<file path="src/rtl/core/mks_pkg.sv">
package mks_pkg;

	localparam int APB_W   = 32;
	localparam int TICKS_W = 20;

	typedef enum logic [0:0] {
		REG_SCAN_MODE = 1'b0,
		REG_DEBOUNCE  = 1'b1
	} mks_reg_t;

	localparam logic [3:0]         ROWS_OPEN      = 4'hf;
	localparam logic [7:0]         DRIVE_ROWS     = 8'h0f;
	localparam logic [7:0]         DRIVE_COLS     = 8'hf0;
	localparam logic [7:0]         WALK_FIRST     = 8'h80;
	localparam logic [TICKS_W-1:0] DEBOUNCE_RESET = 20'd10000;

	typedef struct packed {
		logic               scan_mode;
		logic [TICKS_W-1:0] debounce_ticks;
	} mks_cfg_t;

	typedef struct packed {
		logic [7:0] drive;
		logic       key_ready;
		logic [3:0] key_index;
		logic       key_bad;
	} mks_result_t;

	// Returns {found, position} of the single low line in a nibble.
	function automatic logic [2:0] nibble_pos(input logic [3:0] nib);
		logic [2:0] res;
		case (nib)
			4'he:    res = {1'b1, 2'd0};
			4'hd:    res = {1'b1, 2'd1};
			4'hb:    res = {1'b1, 2'd2};
			4'h7:    res = {1'b1, 2'd3};
			default: res = 3'b000;
		endcase
		return res;
	endfunction

	function automatic logic [7:0] walk_pattern(input logic [1:0] pos);
		return ~(WALK_FIRST >> pos);
	endfunction

endpackage

</file>
<file path="src/rtl/core/mks_fsm.sv">
module mks_fsm #(
	parameter int DEBOUNCE_BITS = 20
) (
	input  logic                clk,
	input  logic                arst_n,
	input  logic                step,
	input  logic [7:0]          pins,
	input  mks_pkg::mks_cfg_t   cfg,
	output mks_pkg::mks_result_t result
);
	import mks_pkg::*;

	localparam int CW = (DEBOUNCE_BITS > TICKS_W) ? DEBOUNCE_BITS : TICKS_W;

	typedef enum logic [2:0] {
		PH_IDLE        = 3'd0,
		PH_DEBOUNCE    = 3'd1,
		PH_REVERSE     = 3'd2,
		PH_WALK        = 3'd3,
		PH_REL_REVERSE = 3'd4,
		PH_REL_WALK    = 3'd5
	} phase_t;

	phase_t                   phase_q, phase_d;
	logic [DEBOUNCE_BITS-1:0] count_q, count_d;
	logic [3:0]               row_q, row_d;
	logic [3:0]               col_q, col_d;
	logic [1:0]               walk_q, walk_d;

	logic [3:0]    rows, cols;
	logic [CW-1:0] ticks_ext, mask_ext, target, count_ext;
	logic [7:0]    drive;
	logic          report;
	logic [2:0]    row_pos, col_pos;
	logic          bad;

	assign rows = pins[3:0];
	assign cols = pins[7:4];

	// A debounce setting beyond the counter's range saturates at its maximum.
	assign ticks_ext = CW'(cfg.debounce_ticks);
	assign mask_ext  = CW'({DEBOUNCE_BITS{1'b1}});
	assign target    = (ticks_ext > mask_ext) ? mask_ext : ticks_ext;
	assign count_ext = CW'(count_q);

	always_comb begin
		phase_d = phase_q;
		count_d = count_q;
		row_d   = row_q;
		col_d   = col_q;
		walk_d  = walk_q;
		drive   = DRIVE_ROWS;
		report  = 1'b0;
		case (phase_q)
			PH_DEBOUNCE: begin
				if (count_ext < target) begin
					count_d = count_q + 1'b1;
				end else if (rows != ROWS_OPEN) begin
					row_d   = rows;
					walk_d  = 2'd0;
					phase_d = cfg.scan_mode ? PH_WALK : PH_REVERSE;
				end else begin
					phase_d = PH_IDLE;
				end
			end
			PH_REVERSE: begin
				drive   = DRIVE_COLS | {4'b0000, row_q};
				col_d   = cols;
				phase_d = PH_REL_REVERSE;
			end
			PH_WALK: begin
				drive = walk_pattern(walk_q);
				if (rows != ROWS_OPEN) begin
					col_d   = drive[7:4];
					phase_d = PH_REL_WALK;
				end else if (walk_q == 2'd3) begin
					walk_d  = 2'd0;
					phase_d = PH_IDLE;
				end else begin
					walk_d = walk_q + 2'd1;
				end
			end
			PH_REL_REVERSE: begin
				drive = DRIVE_COLS | {4'b0000, row_q};
				if (cols == ROWS_OPEN) begin
					report  = 1'b1;
					phase_d = PH_IDLE;
				end
			end
			PH_REL_WALK: begin
				drive = walk_pattern(walk_q);
				if (rows == ROWS_OPEN) begin
					report  = 1'b1;
					phase_d = PH_IDLE;
				end
			end
			default: begin
				phase_d = PH_IDLE;
				if (rows != ROWS_OPEN) begin
					count_d = '0;
					phase_d = PH_DEBOUNCE;
				end
			end
		endcase
	end

	// The codes held in the release phases are those the report is built from.
	assign row_pos = nibble_pos(row_q);
	assign col_pos = nibble_pos(col_q);
	assign bad     = report && !(row_pos[2] && col_pos[2]);

	always_comb begin
		result.drive     = drive;
		result.key_ready = report;
		result.key_bad   = bad;
		result.key_index = (report && !bad) ? {row_pos[1:0], col_pos[1:0]} : 4'd0;
	end

	always_ff @(posedge clk or negedge arst_n) begin
		if (!arst_n) begin
			phase_q <= PH_IDLE;
			count_q <= '0;
			row_q   <= ROWS_OPEN;
			col_q   <= ROWS_OPEN;
			walk_q  <= 2'd0;
		end else if (step) begin
			phase_q <= phase_d;
			count_q <= count_d;
			row_q   <= row_d;
			col_q   <= col_d;
			walk_q  <= walk_d;
		end
	end

endmodule

</file>
<file path="src/rtl/core/matrix_keypad_scanner_unit.sv">
// 4x4 matrix keypad scanner.
// Each word on the sample channel (sample_valid/sample_ready, field pins) is
// the keypad port as read back in one tick. For every sample one word leaves on
// the result channel (result_valid/result_ready): the pattern to drive next,
// plus key_ready, key_index and key_bad when a press has completed with release.
// Samples are held in an input register; the scan state machine then updates
// and its word is captured in a result register when that register is empty
// or being emptied. One sample per cycle is sustained while the receiver
// keeps result_ready high.
// When the receiver stalls, the result word holds and one further sample is
// still taken into the input register; the sample channel then stalls too.
// Reset empties both registers and puts the scanner in its idle state, driving
// the rows; scan_mode reads 0 and debounce_ticks 10000 after reset.
// Configuration goes through the APB port: scan_mode at 0x0, debounce_ticks at
// 0x4; write them only while no word is in flight (the block does not enforce this).
module matrix_keypad_scanner_unit #(
	parameter int DEBOUNCE_BITS = 20
) (
	input  logic                      clk,
	input  logic                      arst_n,
	input  logic                      psel,
	input  logic                      penable,
	input  logic                      pwrite,
	input  logic [2:0]                paddr,
	input  logic [mks_pkg::APB_W-1:0] pwdata,
	output logic [mks_pkg::APB_W-1:0] prdata,
	output logic                      pready,
	input  logic                      sample_valid,
	output logic                      sample_ready,
	input  logic [7:0]                pins,
	output logic                      result_valid,
	input  logic                      result_ready,
	output logic [7:0]                drive,
	output logic                      key_ready,
	output logic [3:0]                key_index,
	output logic                      key_bad
);
	import mks_pkg::*;

	mks_cfg_t    cfg_q;
	mks_reg_t    reg_sel;
	logic        cfg_write;

	logic        valid_s1;
	logic [7:0]  pins_s1;
	logic        res_valid_q;
	mks_result_t res_q;
	mks_result_t result;
	logic        load_out;
	logic        step;

	assign pready    = 1'b1;
	assign reg_sel   = mks_reg_t'(paddr[2]);
	assign cfg_write = psel && penable && pwrite;

	always_ff @(posedge clk or negedge arst_n) begin
		if (!arst_n) begin
			cfg_q.scan_mode      <= 1'b0;
			cfg_q.debounce_ticks <= DEBOUNCE_RESET;
		end else if (cfg_write) begin
			case (reg_sel)
				REG_SCAN_MODE: cfg_q.scan_mode      <= pwdata[0];
				REG_DEBOUNCE:  cfg_q.debounce_ticks <= pwdata[TICKS_W-1:0];
				default:       cfg_q                <= cfg_q;
			endcase
		end
	end

	always_comb begin
		case (reg_sel)
			REG_SCAN_MODE: prdata = APB_W'(cfg_q.scan_mode);
			REG_DEBOUNCE:  prdata = APB_W'(cfg_q.debounce_ticks);
			default:       prdata = '0;
		endcase
	end

	// The result register loads whenever it is empty or being emptied.
	assign load_out     = !res_valid_q || result_ready;
	assign step         = valid_s1 && load_out;
	assign sample_ready = !valid_s1 || load_out;

	always_ff @(posedge clk or negedge arst_n) begin
		if (!arst_n) begin
			valid_s1    <= 1'b0;
			res_valid_q <= 1'b0;
		end else begin
			if (sample_ready) begin
				valid_s1 <= sample_valid;
			end
			if (load_out) begin
				res_valid_q <= valid_s1;
			end
		end
	end

	always_ff @(posedge clk) begin
		if (sample_valid && sample_ready) begin
			pins_s1 <= pins;
		end
		if (step) begin
			res_q <= result;
		end
	end

	mks_fsm #(
		.DEBOUNCE_BITS(DEBOUNCE_BITS)
	) u_fsm (
		.clk    (clk),
		.arst_n (arst_n),
		.step   (step),
		.pins   (pins_s1),
		.cfg    (cfg_q),
		.result (result)
	);

	assign result_valid = res_valid_q;
	assign drive        = res_q.drive;
	assign key_ready    = res_q.key_ready;
	assign key_index    = res_q.key_index;
	assign key_bad      = res_q.key_bad;

endmodule

</file>
<file path="config.mk">
export PLATFORM = sky130hd
export DESIGN_NAME = matrix_keypad_scanner_unit
export DESIGN_NICKNAME = d
export VERILOG_FILES = /design/src/rtl/core/mks_pkg.sv /design/src/rtl/core/mks_fsm.sv /design/src/rtl/core/matrix_keypad_scanner_unit.sv
export SDC_FILE = /design/constraint.sdc
export NUM_CORES = 1
export LEC_CHECK = 0
export BUFFER_PORTS_ARGS = -buffer_cell sky130_fd_sc_hd__clkbuf_2
export CAP_MARGIN = 20
export CORE_MARGIN = 4
export CORE_UTILIZATION = 45
export DETAILED_ROUTE_END_ITERATION = 12
export GPL_ROUTABILITY_DRIVEN = 0
export HOLD_SLACK_MARGIN = 0.03
export PLACE_DENSITY_LB_ADDON = 0.1
export RECOVER_POWER = 100
export SETUP_SLACK_MARGIN = 0.15
export SLEW_MARGIN = 10
export SYNTH_ARGS = -nofsm -noshare
export SYNTH_HDL_FRONTEND = slang
export SYNTH_HIERARCHICAL = 1
export SYNTH_SLANG_ARGS = --single-unit
</file>
<file path="constraint.sdc">
create_clock -name clk -period 3.1 [get_ports clk]
set_input_delay 0.31 -clock clk [delete_from_list [all_inputs] [get_ports clk]]
set_output_delay 0.31 -clock clk [all_outputs]
set_load 0.01 [all_outputs]
</file>
==> impl_metrics.ini, run 1 <==
[outcome]
result_of_the_run = completed

[routing]
firstDrtPassIters = 4
postRouteWirelength_mm = 8.779
route.vias.total = 3203
wl_per_cell_um = 14.21
drt_drc_violations_left = 0
vias_per_cell = 5.183
route.antenna.remaining_nets = 0
drt_iter0_drc = 125

[final_layout]
final_net_count = 558
diodes = 0
post_route_cells_drive_above_1_share = 0.1861
layout.filler_cells = 932
layout-area-overhead-vs-synth_pct = 11.81

[place]
dp_hpwl_mm = 6.563
place.port_buffers = 71

[yosys]
synth_xor_area_frac = 0.009957
post_synth_instance_area_um2 = 4398
synth_top_family_by_area = simple AND/OR/NAND/NOR gates
avgSynthCellArea_um2 = 10.73
yosys.area_share.simple = 0.1772
synth_adder_area_share = 0.06828
synth_top_cell_area_share = 0.2447
syn-instance-count = 410
yosys.cell_types.count = 46
yosys-mux-area-fraction = 0.09531
netlist_top_cells_area = sky130_fd_sc_hd__dfrtp_1 (24%), sky130_fd_sc_hd__edfxtp_1 (15%), sky130_fd_sc_hd__dfstp_2 (7.8%)
ys_ff_latch = 78
synth_area_in_compound_gates = 0.1073
synthArstFlopShare = 0.7179
synth.yosys.seq_area_share = 0.4725
synth_area_leader_cell = sky130_fd_sc_hd__dfrtp_1
ys.flop_type = sky130_fd_sc_hd__dfrtp_1
yosys_warnings = 6
synth_edf_count = 22

[timing]
final.setup.tns_ps = 0
grt_setup_unrepaired = false
worst_clock_skew_on_the_final_layout_ps = 8.605
final_max_slew_viol_count = 0
worstMarginPinSlew_ps = 1404
period_needed_ps = 2687
fmax_ghz = 0.3722
min_period_over_period = 0.8667
finalHoldViolations = 0
setup-violations-final = 0
max-slew-margin-rel = 0.06401

[worst_setup_path]
critPathMostFrequentCell = sky130_fd_sc_hd__a21oi_1
timing_worst_setup_path_type = reg2reg
crit_path_start_kind = flop
timing.critical_path.cells = inv_1 > ha_1 > a21oi_1 > o21ai_0 > a22oi_1 > nand3_2 > clkbuf_1 > or3_1 > a21oi_1
critical_path.max_fanout = 23
data_required_time_at_the_worst_endpoint_ps = 3370
cp_data_arrival_time_ps = 2960
max_stage_delay_ps = 570
critical-path-slowest-cell = sky130_fd_sc_hd__dfstp_1
critical_path.endpoint_type = flop

[clocking]
clock_sinks = 78
clk_transition_reported_paths_ps = 80
h_tree_depth = 3
tritoncts.num_buffers = 9
cts_root_buffer = sky130_fd_sc_hd__clkbuf_8
clkLatencyLatePin_ps = 340
cts_max_path_buffers = 2
cts_tree = yes
post_cts_resize_count = 0

[global_routing]
grt_first_pass_wirelength_mm = 14.66
gr-total-overflow = 0
antenna_found_initial = 0
grt_pass1_vias = 3067
grt_start_max_net_pins = 30
globalRouteTotalUtil = 0.1610

[power_and_ir_drop]
power_density_nw_per_um2 = 516.6
power.ir.vdd_worst_v = 0.0002362
p_leak_nw = 2.188
power.total_w = 0.002540

[min_path]
min_path_type = in2reg

[floorplan]
core_um2 = 9371
placementRows = 35
die_area_um2 = 11420
die_x_um = 106.9
start_util = 0.4693
num_io_pins = 99
vertical_die_dimension_um = 106.9

[job]
maxCapViolCount = 0
[sequential cells by signal, indices dropped and copies added (netlist names)]
register and cells:
pins_s1 8, key_index 4, u_fsm/count_ext 20, u_fsm/phase_q 3
key_ready 1, valid_s1 1, u_fsm/walk_q 2, u_fsm/col_q 4
key_bad 1, result_valid 1, u_fsm/row_q 4, cfg_q 21
drive 8
[synthesized netlist by cell type (7+ instances only)]
cell / number
sky130_fd_sc_hd__nand4_1: 10
sky130_fd_sc_hd__and2_1: 26
sky130_fd_sc_hd__nor2_1: 14
sky130_fd_sc_hd__dfstp_2: 13
sky130_fd_sc_hd__ha_1: 24
sky130_fd_sc_hd__buf_4: 15
sky130_fd_sc_hd__edfxtp_1: 22
sky130_fd_sc_hd__o21ai_0: 18
sky130_fd_sc_hd__mux2_4: 20
sky130_fd_sc_hd__inv_1: 29
sky130_fd_sc_hd__nand3_1: 14
sky130_fd_sc_hd__mux2_2: 7
sky130_fd_sc_hd__o31ai_1: 8
sky130_fd_sc_hd__a21oi_1: 36
sky130_fd_sc_hd__dfrtp_1: 43
sky130_fd_sc_hd__or3_1: 18
sky130_fd_sc_hd__nand2_1: 21
[stage by stage]
stage	std cells	utilization	hold WS, ps	setup slack [ps]	area [um^2]
2_1_floorplan	421	-	14.41	899.4	4439
3_3_place_gp	601	0.5151	374.9	510.9	4827
6_report	618	0.5247	135.4	413.3	4917
4_1_cts	618	0.5374	119.8	446.4	5036
3_5_place_dp	601	0.5151	372.0	469.2	4827
5_1_grt	618	0.5247	126.4	164.7	4917
[final timing paths]
check	from	to	slack, ps	cells past startpoint
worst max-delay path	cfg_q[9]	u_fsm/count_ext[10]	410	9
worst min-delay path	pins[6]	pins_s1[6]	140	1
worst max register to register	cfg_q[9]	u_fsm/count_ext[10]	410	9
worst min register to register	valid_s1	result_valid	490	1
max in group asynchronous	arst_n	u_fsm/count_ext[0]	850	3
min in group asynchronous	arst_n	valid_s1	820	2
[layer usage]
layer  wire, um  vias up  track usage
met5          0        -            0
met4        144        0      0.06027
met3        538       10      0.02830
met2       3577      104       0.2311
met1       4518     1491       0.2418
li1           -     1598            -
[what timing repair did]
action / 4_1_cts / 5_1_grt
hold buffers: 1 / 0
hold endpoints to repair: 18 / 0
buffers inserted: 0 / 0
[final cells by class]
type | count | area (um^2) | area share
clock inverter | 6 | 61.31 | 0.01247
inverter | 29 | 108.9 | 0.02214
timing repair buffer | 80 | 382.9 | 0.07786
tap | 129 | 161.4 | 0.03282
clock buffer | 10 | 137.6 | 0.02799
multi-input combinational | 286 | 1987 | 0.4041
sequential | 78 | 2078 | 0.4226
[critical path: cells and delay by family, from the launching register on]
kind                     cells  cell delay [ps]
AND/OR/NAND/NOR              2              730
AO/OA/AOI/OAI                4              630
flip-flops                   1              570
buffers and inverters        2              370
adder cells (fa/ha/maj)      1              300
[where the power goes]
| group | switching (W) | leakage [nW] | internal [W] |
|---|---|---|---|
| registers | 0.000113 | 0.882 | 0.00119 |
| clock network | 0.000365 | 0.0920 | 0.000389 |
| logic | 0.000257 | 1.21 | 0.000225 |
| total | 0.000735 | 2.19 | 0.00180 |
[cell usage in the layout, fill, tap and decap left out, drive strengths merged, types with 4 or more instances in the layout]
master  count
o21ai      18
or4         5
a21oi      36
inv        29
o211ai      4
clkbuf     85
buf         4
o31ai       8
nand2      21
nand3      15
a21o        4
or3        18
conb       13
and3        5
ha         24
nand4      11
nor2       14
dfrtp      43
mux2i       4
dfstp      13
mux2       27
edfxtp     22
nand2b      5
and2       26
[cells by family (layout without fill, tap and decap cells)]
group,count (synthesis),count (layout)
flip-flops,78,78
multiplexers,31,31
XOR/XNOR,5,5
AO/OA/AOI/OAI,79,79
AND/OR/NAND/NOR,134,134
buffers and inverters,57,125
adder cells (fa/ha/maj),24,24
other,2,13
No activity file was read; power rests on OpenSTA's default activity.
==> run 2, diff against run 1 <==
--- a/config.mk
+++ b/config.mk
@@ -8,6 +8,7 @@
 export BUFFER_PORTS_ARGS = -buffer_cell sky130_fd_sc_hd__clkbuf_2
 export CAP_MARGIN = 20
-export CORE_MARGIN = 4
+export CORE_MARGIN = 10
 export CORE_UTILIZATION = 45
+export CTS_CLUSTER_DIAMETER = 150
 export DETAILED_ROUTE_END_ITERATION = 12
 export GPL_ROUTABILITY_DRIVEN = 0
==> constraint.sdc (replaced) <==
create_clock -name clk -period 3.1 [get_ports clk]
set_input_delay 0 -clock clk [delete_from_list [all_inputs] [get_ports clk]]
set_output_delay 0 -clock clk [all_outputs]
set_load 0.01 [all_outputs]
==> run 2 against run 1 <==
  * The run now ends with capacitance limit, slew limit left
  * Clock power is 1% lower
  * Sequential cell count stayed put
  * Largest power group unchanged
  * Final cell count increased by 5.7%
  * Clock skew is 2.3 ps higher
  * Worst setup slack improved by 90 ps
  * Via count rose by 2.6%
  * Combinational power up 7.1%
  * Sequential share of layout area decreased by 2.5 points
==> impl_metrics.ini, run 2 (synthesis results as in run 1) <==
[worst_setup_path]
cp_data_arrival_time_ps = 2880
critical_path.max_fanout = 7
data_required_time_at_the_worst_endpoint_ps = 3390
crit_path_start_kind = flop
max_stage_delay_ps = 460
critical-path-slowest-cell = sky130_fd_sc_hd__nor4_1
timing.critical_path.cells = ha_1 > nand4_1 > nor4_1 > a211oi_1 > nand3_2 > nor3b_2 > mux2_2
critical_path.endpoint_type = flop
timing_worst_setup_path_type = reg2reg

[min_path]
min_path_type = in2reg

[outcome]
failed_checks = capacitance limit, slew limit
result_of_the_run = finished with violations

[floorplan]
vertical_die_dimension_um = 118.9
num_io_pins = 99
placementRows = 36
core_um2 = 9639
die_area_um2 = 14130
start_util = 0.4563
die_x_um = 118.9

[power_and_ir_drop]
internal_power_w = 0.001805
power.total_w = 0.002559
p_seq_frac = 0.507
clockPowerShare = 0.291
p_leak_nw = 2.301
switching_part_of_the_total = 0.2945
power.combinational.fraction = 0.202
power.ir.vdd_worst_v = 0.0002703
power_density_nw_per_um2 = 489.6
switchingPower_w = 0.0007535

[final_layout]
largest-register = cfg_q
final_cell_mix = sky130_fd_sc_hd__dfrtp_1 (43), sky130_fd_sc_hd__clkbuf_2 (42), sky130_fd_sc_hd__a21oi_1 (36)
post_route_cells_drive_above_1_share = 0.1519
layout-area-overhead-vs-synth_pct = 18.83
largest_register_ff_count = 21
layout.filler_cells = 910
multi_input_combinational_cell_area_um2 = 1986
fin_cells = 653
seqCellArea_um2 = 2078
finish.instance_area_um2 = 5226
diodes = 0
final_net_count = 589
layout.cells.most_common = sky130_fd_sc_hd__dfrtp_1

[global_routing]
gr-total-overflow = 0
grt_pass1_vias = 3279
grt_first_pass_wirelength_mm = 16.22
grt_start_max_net_pins = 35
antenna_found_initial = 0
globalRouteTotalUtil = 0.1385

[routing]
route.antenna.remaining_nets = 0
firstDrtPassIters = 4
wl_per_cell_um = 14.81
vias_per_cell = 5.031
route.vias.total = 3285
drt_drc_violations_left = 0
postRouteWirelength_mm = 9.670
drt_iter0_drc = 161

[clocking]
h_tree_depth = 3
cts.repair_timing.setup_buffer_count = 0
clk_transition_reported_paths_ps = 80
tritoncts.num_buffers = 9
cts_hold_buffers = 34
post_cts_resize_count = 0
clkLatencyLatePin_ps = 360
clock_sinks = 78
cts_tree = yes
cts_root_buffer = sky130_fd_sc_hd__clkbuf_8
cts_max_path_buffers = 2

[timing]
grt_setup_unrepaired = false
min_period_over_period = 0.8377
max-slew-margin-rel = -0.1894
finalHoldViolations = 0
final.setup.tns_ps = 0
final_max_slew_viol_count = 35
setup-violations-final = 0
worst_clock_skew_on_the_final_layout_ps = 10.89
worstMarginPinSlew_ps = 1784
fmax_ghz = 0.3851
period_needed_ps = 2597

[job]
maxCapViolCount = 1

[place]
post_dp_cell_area_um2 = 4817
place.port_buffers = 71
place_inst = 603
dp_hpwl_mm = 7.095
## run 2: worst max-delay path, delay by kind of cell (launching register included)
family / cells / cell delay [ps]
muxes: 1 / 400
adders and majority gates: 1 / 320
AOI/OAI and AO/OA: 1 / 150
DFF: 1 / 440
and+or+nand+nor: 4 / 1210
## run 2: path summary, 6_finish.rpt
kind	startpoint	end	slack [ps]	depth (start not counted)
setup / recovery	u_fsm/count_ext[18]	u_fsm/row_q[1]	500	7
hold reg to reg	valid_s1	result_valid	500	1
hold / removal	pins[0]	pins_s1[0]	360	2
setup reg to reg	u_fsm/count_ext[18]	u_fsm/row_q[1]	500	7
max in group asynchronous	arst_n	u_fsm/count_ext[3]	1000	3
min in group asynchronous	arst_n	u_fsm/phase_q[0]	650	2
## run 2: power by group through the flow
stage | sequential [W] | clock [W] | combinational (W)
after floorplan | 0.00129 | 0 | 0.000399
after global placement | 0.00132 | 0 | 0.000524
after detailed placement | 0.00133 | 0 | 0.000538
after CTS | 0.00131 | 0.000770 | 0.000575
after global routing | 0.00132 | 0.000813 | 0.000598
final | 0.00130 | 0.000745 | 0.000516
## run 2: final cells by class
cell class                      count  share of cell area
Multi-Input combinational cell    286              0.3799
Clock inverter                      6             0.01197
Clock buffer                       10             0.02442
Tap cell                          133             0.03184
Sequential cell                    78              0.3977
Timing Repair Buffer              111              0.1333
Inverter                           29             0.02083
## run 2: stage by stage
stage	setup WS, ps	hold WS [ps]	util
after global placement	532.9	133.9	0.4997
after CTS	498.1	280.1	0.5548
after global routing	295.7	345.9	0.5422
after detailed placement	509.4	142.7	0.4997
final	503.1	363.8	0.5422
after floorplan	899.4	-295.6	-
## run 2: per-layer routing
| layer | vias to the layer above | share of wire | global-route usage | routed length, um |
|---|---|---|---|---|
| li1 | 1652 | - | - | - |
| met1 | 1530 | 0.49 | 0.1810 | 4697 |
| met2 | 95 | 0.44 | 0.2083 | 4257 |
| met3 | 8 | 0.064 | 0.04818 | 622 |
| met4 | 0 | 0.0096 | 0.04962 | 93 |
| met5 | - | 0 | 0 | 0 |
